### config.mk
export PLATFORM = sky130hd
export DESIGN_NAME = hex_color_frame_parser_unit
export DESIGN_NICKNAME = d
export VERILOG_FILES = /design/src/hdl/hcfp_pkg.sv /design/src/hdl/hcfp_cfg_regs.sv /design/src/hdl/hcfp_frame.sv /design/src/hdl/hcfp_result.sv /design/src/hdl/hex_color_frame_parser_unit.sv
export SDC_FILE = /design/constraint.sdc
export NUM_CORES = 1
export LEC_CHECK = 0
export BUFFER_PORTS_ARGS = -buffer_cell sky130_fd_sc_hd__buf_2
export CORE_MARGIN = 2
export CORE_UTILIZATION = 25
export CTS_BUF_LIST = sky130_fd_sc_hd__clkbuf_4
export CTS_CLUSTER_SIZE = 14
export DETAILED_ROUTE_END_ITERATION = 6
export PLACE_DENSITY_LB_ADDON = 0.2
export SYNTH_ARGS = -nofsm -noshare
export SYNTH_HDL_FRONTEND = slang
export SYNTH_HIERARCHICAL = 1
export SYNTH_SLANG_ARGS = --single-unit
### constraint.sdc
create_clock -name clk -period 5.63 [get_ports clk]
set_input_delay 1.126 -clock clk [delete_from_list [all_inputs] [get_ports clk]]
set_output_delay 1.126 -clock clk [all_outputs]
set_load 0.02 [all_outputs]
### src/hdl/hcfp_pkg.sv
`timescale 1ns / 1ps
// hcfp_pkg: shared types, constants and the hex decode function of the
// hex color frame parser. No dependencies.
package hcfp_pkg;

    localparam int unsigned CHAN_W        = 12;
    localparam int unsigned BYTE_W        = 8;
    localparam int unsigned NIB_W         = 4;
    localparam int unsigned SHIFT_W       = 3 * CHAN_W;
    localparam int unsigned PHASE_W       = 4;
    localparam int unsigned APB_ADDR_W    = 3;
    localparam int unsigned APB_DATA_W    = 32;

    localparam logic [BYTE_W-1:0]  START_CHAR      = 8'h24;
    localparam logic [PHASE_W-1:0] PHASE_HUNT      = 4'd0;
    localparam logic [PHASE_W-1:0] PHASE_FIRST     = 4'd1;
    localparam logic [PHASE_W-1:0] PHASE_LAST      = 4'd9;

    localparam logic [CHAN_W-1:0]  RED_MARGIN_RST  = 12'd60;
    localparam logic [CHAN_W-1:0]  RED_FLOOR_RST   = 12'd50;

    // register index, taken from paddr word bit
    localparam logic REG_RED_MARGIN = 1'b0;
    localparam logic REG_RED_FLOOR  = 1'b1;

    typedef struct packed {
        logic [CHAN_W-1:0] red_margin;
        logic [CHAN_W-1:0] red_floor;
    } hcfp_cfg_t;

    typedef struct packed {
        logic              valid;
        logic [CHAN_W-1:0] red;
        logic [CHAN_W-1:0] green;
        logic [CHAN_W-1:0] blue;
        logic              bad;
    } hcfp_frame_t;

    typedef struct packed {
        logic             is_hex;
        logic [NIB_W-1:0] nibble;
    } hcfp_digit_t;

    function automatic hcfp_digit_t hex_decode(input logic [BYTE_W-1:0] c);
        hcfp_digit_t d;
        d.is_hex = 1'b1;
        d.nibble = '0;
        if (c >= 8'h30 && c <= 8'h39)
        begin
            d.nibble = NIB_W'(c - 8'h30);
        end
        else if (c >= 8'h61 && c <= 8'h66)
        begin
            d.nibble = NIB_W'(c - 8'h57);
        end
        else if (c >= 8'h41 && c <= 8'h46)
        begin
            d.nibble = NIB_W'(c - 8'h37);
        end
        else
        begin
            d.is_hex = 1'b0;
        end
        return d;
    endfunction

endpackage

### src/hdl/hcfp_cfg_regs.sv
`timescale 1ns / 1ps
// hcfp_cfg_regs: APB-style register file holding the red margin and floor.
// Depends on hcfp_pkg.
module hcfp_cfg_regs (
    input  logic                                clk,
    input  logic                                rst_n,
    input  logic                                psel,
    input  logic                                penable,
    input  logic                                pwrite,
    input  logic [hcfp_pkg::APB_ADDR_W-1:0]     paddr,
    input  logic [hcfp_pkg::APB_DATA_W-1:0]     pwdata,
    output logic [hcfp_pkg::APB_DATA_W-1:0]     prdata,
    output logic                                pready,
    output hcfp_pkg::hcfp_cfg_t                 cfg
);
    import hcfp_pkg::*;

    logic [CHAN_W-1:0] margin_reg;
    logic [CHAN_W-1:0] floor_reg;
    logic              wr_en;
    logic              reg_sel;

    assign pready  = 1'b1;
    // registers sit on word boundaries, byte offset bits are ignored
    assign reg_sel = paddr[2];
    assign wr_en   = psel && penable && pwrite && pready;

    always_ff @(posedge clk or negedge rst_n)
    begin
        if (!rst_n)
        begin
            margin_reg <= RED_MARGIN_RST;
            floor_reg  <= RED_FLOOR_RST;
        end
        else if (wr_en)
        begin
            unique case (reg_sel)
                REG_RED_MARGIN: margin_reg <= pwdata[CHAN_W-1:0];
                REG_RED_FLOOR:  floor_reg  <= pwdata[CHAN_W-1:0];
                default:        margin_reg <= margin_reg;
            endcase
        end
    end

    always_comb
    begin
        prdata = '0;
        unique case (reg_sel)
            REG_RED_MARGIN: prdata[CHAN_W-1:0] = margin_reg;
            REG_RED_FLOOR:  prdata[CHAN_W-1:0] = floor_reg;
            default:        prdata = '0;
        endcase
    end

    assign cfg.red_margin = margin_reg;
    assign cfg.red_floor  = floor_reg;

endmodule

### src/hdl/hcfp_frame.sv
`timescale 1ns / 1ps
// hcfp_frame: input register, frame phase tracking and digit shift register.
// Depends on hcfp_pkg.
module hcfp_frame (
    input  logic                            clk,
    input  logic                            rst_n,
    input  logic                            in_valid,
    output logic                            in_ready,
    input  logic [hcfp_pkg::BYTE_W-1:0]     rx_byte,
    output hcfp_pkg::hcfp_frame_t           done,
    input  logic                            done_ready
);
    import hcfp_pkg::*;

    logic                 in_valid_reg;
    logic                 in_valid_next;
    logic [BYTE_W-1:0]    byte_reg;
    logic [PHASE_W-1:0]   phase_reg;
    logic [PHASE_W-1:0]   phase_next;
    logic [SHIFT_W-1:0]   shift_reg;
    logic [SHIFT_W-1:0]   shift_next;
    logic                 bad_reg;
    logic                 bad_next;

    logic                 hunting;
    logic                 is_start;
    logic                 completes;
    logic                 fire;
    hcfp_digit_t          digit;
    logic [SHIFT_W-1:0]   shifted;

    assign hunting   = (phase_reg == PHASE_HUNT) || (phase_reg > PHASE_LAST);
    assign is_start  = (byte_reg == START_CHAR);
    assign digit     = hex_decode(byte_reg);
    assign shifted   = {shift_reg[SHIFT_W-NIB_W-1:0], digit.nibble};
    assign completes = !hunting && !is_start && (phase_reg == PHASE_LAST);

    // only a completing item has to wait for the result register
    assign fire      = in_valid_reg && (!completes || done_ready);
    assign in_ready  = !in_valid_reg || fire;

    assign done.valid = in_valid_reg && completes;
    assign done.red   = shifted[3*CHAN_W-1:2*CHAN_W];
    assign done.green = shifted[2*CHAN_W-1:CHAN_W];
    assign done.blue  = shifted[CHAN_W-1:0];
    assign done.bad   = bad_reg || !digit.is_hex;

    always_comb
    begin
        in_valid_next = in_valid_reg;
        phase_next    = phase_reg;
        shift_next    = shift_reg;
        bad_next      = bad_reg;
        if (in_ready)
        begin
            in_valid_next = in_valid;
        end
        if (fire)
        begin
            priority if (hunting)
            begin
                if (is_start)
                begin
                    phase_next = PHASE_FIRST;
                    shift_next = '0;
                    bad_next   = 1'b0;
                end
                else
                begin
                    phase_next = PHASE_HUNT;
                end
            end
            else if (is_start)
            begin
                // start character inside a frame aborts it
                phase_next = PHASE_HUNT;
            end
            else
            begin
                shift_next = shifted;
                bad_next   = bad_reg || !digit.is_hex;
                phase_next = completes ? PHASE_HUNT : phase_reg + PHASE_W'(1);
            end
        end
    end

    always_ff @(posedge clk or negedge rst_n)
    begin
        if (!rst_n)
        begin
            in_valid_reg <= 1'b0;
            phase_reg    <= PHASE_HUNT;
            shift_reg    <= '0;
            bad_reg      <= 1'b0;
        end
        else
        begin
            in_valid_reg <= in_valid_next;
            phase_reg    <= phase_next;
            shift_reg    <= shift_next;
            bad_reg      <= bad_next;
        end
    end

    always_ff @(posedge clk)
    begin
        if (in_valid && in_ready)
        begin
            byte_reg <= rx_byte;
        end
    end

endmodule

### src/hdl/hcfp_result.sv
`timescale 1ns / 1ps
// hcfp_result: red verdict compare and the output result register.
// Depends on hcfp_pkg.
module hcfp_result (
    input  logic                            clk,
    input  logic                            rst_n,
    input  hcfp_pkg::hcfp_cfg_t             cfg,
    input  hcfp_pkg::hcfp_frame_t           done,
    output logic                            done_ready,
    output logic                            out_valid,
    input  logic                            out_ready,
    output logic [hcfp_pkg::CHAN_W-1:0]     red_value,
    output logic [hcfp_pkg::CHAN_W-1:0]     green_value,
    output logic [hcfp_pkg::CHAN_W-1:0]     blue_value,
    output logic                            is_red,
    output logic                            bad_digit
);
    import hcfp_pkg::*;

    logic                 out_valid_reg;
    logic                 out_valid_next;
    logic [CHAN_W-1:0]    red_reg;
    logic [CHAN_W-1:0]    green_reg;
    logic [CHAN_W-1:0]    blue_reg;
    logic                 is_red_reg;
    logic                 bad_reg;

    logic [CHAN_W:0]      green_lim;
    logic [CHAN_W:0]      blue_lim;
    logic                 verdict;
    logic                 load;

    // sums kept one bit wider so the compare never wraps
    assign green_lim = {1'b0, done.green} + {1'b0, cfg.red_margin};
    assign blue_lim  = {1'b0, done.blue} + {1'b0, cfg.red_margin};
    assign verdict   = !done.bad
                       && ({1'b0, done.red} > green_lim)
                       && ({1'b0, done.red} > blue_lim)
                       && (done.red > cfg.red_floor);

    assign done_ready = !out_valid_reg || out_ready;
    assign load       = done.valid && done_ready;

    always_comb
    begin
        out_valid_next = out_valid_reg;
        if (done_ready)
        begin
            out_valid_next = done.valid;
        end
    end

    always_ff @(posedge clk or negedge rst_n)
    begin
        if (!rst_n)
        begin
            out_valid_reg <= 1'b0;
        end
        else
        begin
            out_valid_reg <= out_valid_next;
        end
    end

    always_ff @(posedge clk)
    begin
        if (load)
        begin
            red_reg    <= done.red;
            green_reg  <= done.green;
            blue_reg   <= done.blue;
            is_red_reg <= verdict;
            bad_reg    <= done.bad;
        end
    end

    assign out_valid   = out_valid_reg;
    assign red_value   = red_reg;
    assign green_value = green_reg;
    assign blue_value  = blue_reg;
    assign is_red      = is_red_reg;
    assign bad_digit   = bad_reg;

endmodule

### src/hdl/hex_color_frame_parser_unit.sv
`timescale 1ns / 1ps
// hex_color_frame_parser_unit: top level of the hex color frame parser.
// Depends on hcfp_pkg, hcfp_cfg_regs, hcfp_frame, hcfp_result.
//
// usage
//   input channel in_valid / in_ready / rx_byte carries one received character
//   per item. bytes are ignored until a '$'; the next nine characters are hex
//   digits for red, green and blue (three each, msd first). a '$' inside a
//   frame drops it and the block hunts again.
//   output channel out_valid / out_ready carries one item per finished frame:
//   the three 12-bit channels, is_red and bad_digit.
//   red_margin (addr 0x0) and red_floor (addr 0x4) sit on the APB port.
// timing
//   one item per cycle unless a ninth digit waits for the output register;
//   an accepted byte lands in the input register, is decoded and shifted
//   into the shift register, a ninth digit's result into the output register.
//   a stalled receiver holds the output register; bytes keep flowing until a
//   ninth digit needs the occupied output register, then in_ready drops.
// reset
//   rst_n clears both valid flags and the frame state: the block hunts for
//   '$' and the registers return to margin 60, floor 50.
module hex_color_frame_parser_unit (
    input  logic                                clk,
    input  logic                                rst_n,
    input  logic                                in_valid,
    output logic                                in_ready,
    input  logic [hcfp_pkg::BYTE_W-1:0]         rx_byte,
    output logic                                out_valid,
    input  logic                                out_ready,
    output logic [hcfp_pkg::CHAN_W-1:0]         red_value,
    output logic [hcfp_pkg::CHAN_W-1:0]         green_value,
    output logic [hcfp_pkg::CHAN_W-1:0]         blue_value,
    output logic                                is_red,
    output logic                                bad_digit,
    input  logic                                psel,
    input  logic                                penable,
    input  logic                                pwrite,
    input  logic [hcfp_pkg::APB_ADDR_W-1:0]     paddr,
    input  logic [hcfp_pkg::APB_DATA_W-1:0]     pwdata,
    output logic [hcfp_pkg::APB_DATA_W-1:0]     prdata,
    output logic                                pready
);
    import hcfp_pkg::*;

    hcfp_cfg_t   cfg;
    hcfp_frame_t done;
    logic        done_ready;

    hcfp_cfg_regs u_cfg (
        .clk     (clk),
        .rst_n   (rst_n),
        .psel    (psel),
        .penable (penable),
        .pwrite  (pwrite),
        .paddr   (paddr),
        .pwdata  (pwdata),
        .prdata  (prdata),
        .pready  (pready),
        .cfg     (cfg)
    );

    hcfp_frame u_frame (
        .clk        (clk),
        .rst_n      (rst_n),
        .in_valid   (in_valid),
        .in_ready   (in_ready),
        .rx_byte    (rx_byte),
        .done       (done),
        .done_ready (done_ready)
    );

    hcfp_result u_result (
        .clk         (clk),
        .rst_n       (rst_n),
        .cfg         (cfg),
        .done        (done),
        .done_ready  (done_ready),
        .out_valid   (out_valid),
        .out_ready   (out_ready),
        .red_value   (red_value),
        .green_value (green_value),
        .blue_value  (blue_value),
        .is_red      (is_red),
        .bad_digit   (bad_digit)
    );

endmodule

==> metrics.md <==
| Metric | Value |
|---|---|
| Worst EP arrival | 5.04 ns |
| Hpwl dp | 12100 um |
| Post-Syn Instances | 523 |
| Slew Viols, Final | 0 |
| Startpoint Class | register |
| Mean Syn Cell Area | 12.2 sq um |
| Post-synth EDFFs | 46 |
| Ys async rst share | 0.578 |
| P_leak | 3.29 nW |
| First-pass GRT wire length | 24700 um |
| Placed Area | 7030 sq um |
| Routability cong. | 0.857 |
| Power Density | 352 nW/um^2 |
| Status | finished, final reports clean |
| Pin count of the biggest net entering global routing | 64 |
| Area grow syn2layout | 12.7% |
| Die Y | 164 um |
| Worst Tran Pin Value | 1.02 ns |
| Clock sink count | 109 |
| Register area share after synthesis | 0.465 |
| Kind of critical path | reg2reg |
| Post-route cell area | 7190 sq um |
| Root buf cell | clkbuf_4 |
| Crit path capture type | register |
| Final Skew | 0.0170 ns |
| Initial DRC Count | 166 |
| CTS tree | done |
| CTS Buf Count | 9 |
| VDD IR max | 124 uV |
| DR vias/cell | 4.63 |
| Area leader, netlist | dfrtp_1 |
| Worst min path class | reg2reg |
| Pre-Repair DR Iteration Count | 6 |
| Critical path's top delay family | compound AO/OA/AOI/OAI gates |
| Max cap viols | 0 |
| DR vias | 4349 |
| Initial antenna violation count | 2 |
| Yosys warnings | 6 |
| Post-CTS Resized | 0 |
| Largest register FFs | 32 |
| Unique cell type count in the Yosys netlist | 71 |
| GRT overflow | 0 |
| Die Wd | 164 um |
| Post-synth top cells | ha_1 (67), dfrtp_1 (56), edfxtp_1 (46) |
| CTS Hold Bufs | 0 |
| Clk pin slew, worst setup/hold paths | 0.17 ns |
| Top-count cell post-synth | ha_1 |
| NumNets Final | 722 |
| Fraction of layout cells with a size suffix above 1 | 0.258 |
| Total Power | 2.53 mW |
| Fin crit period | 4.78 ns |
| Area contributors post-synth | dfrtp_1 (22%), edfxtp_1 (22%), ha_1 (13%) |
| CP Data Required Time | 5.89 ns |
| Number of I/O pins | 123 |
| Crit-path max cell delay | 0.48 ns |
| RSZ-0062 raised after global routing | no |
| GRT Util Overall | 0.121 |
| Initial Utilization | 0.254 |
| Final antenna-violating net count | 0 |
| Most used flip-flop cell after synthesis | dfrtp_1 |
| DIE AREA | 26800 sq um |
| Area share of the largest cell type after synthesis | 0.220 |
| Crit-path cells | inv_1 -> ha_1 -> or3b_4 -> nand4_1 -> a21boi_0 -> inv_1 -> ha_1 -> a21oi_1 -> o211ai_1 -> or2_1 -> a31oi_1 -> xor2_1 -> ha_1 -> a21oi_1 -> a21boi_0 -> a2111oi_0 -> o31ai_1 -> a31oi_1 -> nor3_2 |
| F_max | 0.209 GHz |
| Total wire length | 15800 um |
| Rel. slew slack | 0.317 |
| Clock Tree Buf Depth | 2 |
| Bufs and invs on worst path | 2 |
| DR WL/cell | 16.8 um |
| Mapped Area | 6380 sq um |
| # setup viols final | 0 |
| Core area | 25100 sq um |
| Htree depth | 3 |
| Setup bufs post-CTS | 0 |
| Slowest cell on crit path | edfxtp_1 |
| Seq cells post-synth | 109 |
| Final hold vios | 0 |
| Skew-Pair Late Insertion Delay | 0.48 ns |
| Vias in the first global route | 4374 |
| Post-route DRC | 0 |
| Final clock period utilization by the worst path | 0.849 |
| Setup Total Neg Slack | 0 ns |
| PortBufs | 79 |
| Row count | 58 |
| Worst path most repeated cell | ha_1 |
| Maximum fanout along the worst path | 5 |
-- cells in the final DEF (no fill, tap or decap), types with 3 or more instances in the layout --
cell type / n
conb_1: 21
o21bai_1: 4
xnor2_1: 9
nand2_1: 12
nor2_1: 20
inv_6: 3
dfstp_2: 7
a211oi_1: 3
o211ai_1: 4
edfxtp_1: 46
a22o_1: 33
nand4_1: 9
buf_2: 79
a31oi_1: 6
dfrtp_1: 56
a21o_1: 8
nand3_1: 14
xor2_1: 10
ha_1: 67
a2111oi_0: 4
mux2_2: 26
inv_1: 34
clkbuf_4: 10
a21oi_1: 22
o31ai_1: 3
nor3_1: 9
nand2b_1: 8
o21ai_0: 8
nor2b_1: 5
mux2_4: 10
o21a_1: 3
or2_2: 3
-- report_power, final --
group,internal (mW),leakage (nW),switching [mW]
logic,0.415,1.96,0.571
clock network,0.149,0.0808,0.281
registers,0.954,1.26,0.157
-- final timing paths --
check	endpoint	startpoint	cells past startpoint	slack, ns
max	u_result/is_red	u_frame/byte_reg[0]	19	0.85
min	u_frame/bad_reg	u_frame/bad_reg	1	0.51
max reg2reg	u_result/is_red	u_frame/byte_reg[0]	19	0.85
min reg2reg	u_frame/bad_reg	u_frame/bad_reg	1	0.51
max in group asynchronous	u_frame/bad_reg	rst_n	2	4.30
min in group asynchronous	u_cfg/floor_reg[7]	rst_n	2	0.80
-- metrics by stage --
stage / util / std cells / setup WS (ns) / hold slack, ns
2_1_floorplan: - / 542 / 1.59 / 0.454
3_3_place_gp: 0.280 / 922 / 1.10 / 0.475
3_5_place_dp: 0.280 / 922 / 0.959 / 0.482
4_1_cts: 0.286 / 938 / 0.946 / 0.521
5_1_grt: 0.286 / 939 / 0.496 / 0.552
6_report: 0.286 / 940 / 0.848 / 0.510
-- area by class of cell --
cell class                      count  area (sq um)
Sequential cell                   109          2970
Inverter                           34           128
Fill cell                        2641         17900
Timing Repair Buffer               80           403
Tap cell                          330           413
Antenna cell                        2          5.00
Clock inverter                      6          80.1
Clock buffer                       10          75.1
Multi-Input combinational cell    369          3120
-- cells by family after synthesis --
kind of cell,synth area share
AO/OA/AOI/OAI,0.148
flip-flops,0.465
AND/OR/NAND/NOR,0.0952
adder cells (fa/ha/maj),0.138
buffers and inverters,0.0571
multiplexers,0.0695
XOR/XNOR,0.0261
other,0.00118
-- per-layer routing --
metal	share of wire	routed length [um]	track usage	vias up
met2	0.49	7800	0.208	105
li1	-	-	-	2090
met5	0.00082	13	0	-
met1	0.44	6900	0.151	2133
met4	0.023	359	0.0399	2
met3	0.047	739	0.0253	19
Note: power is estimated with default switching activity, not from simulation.
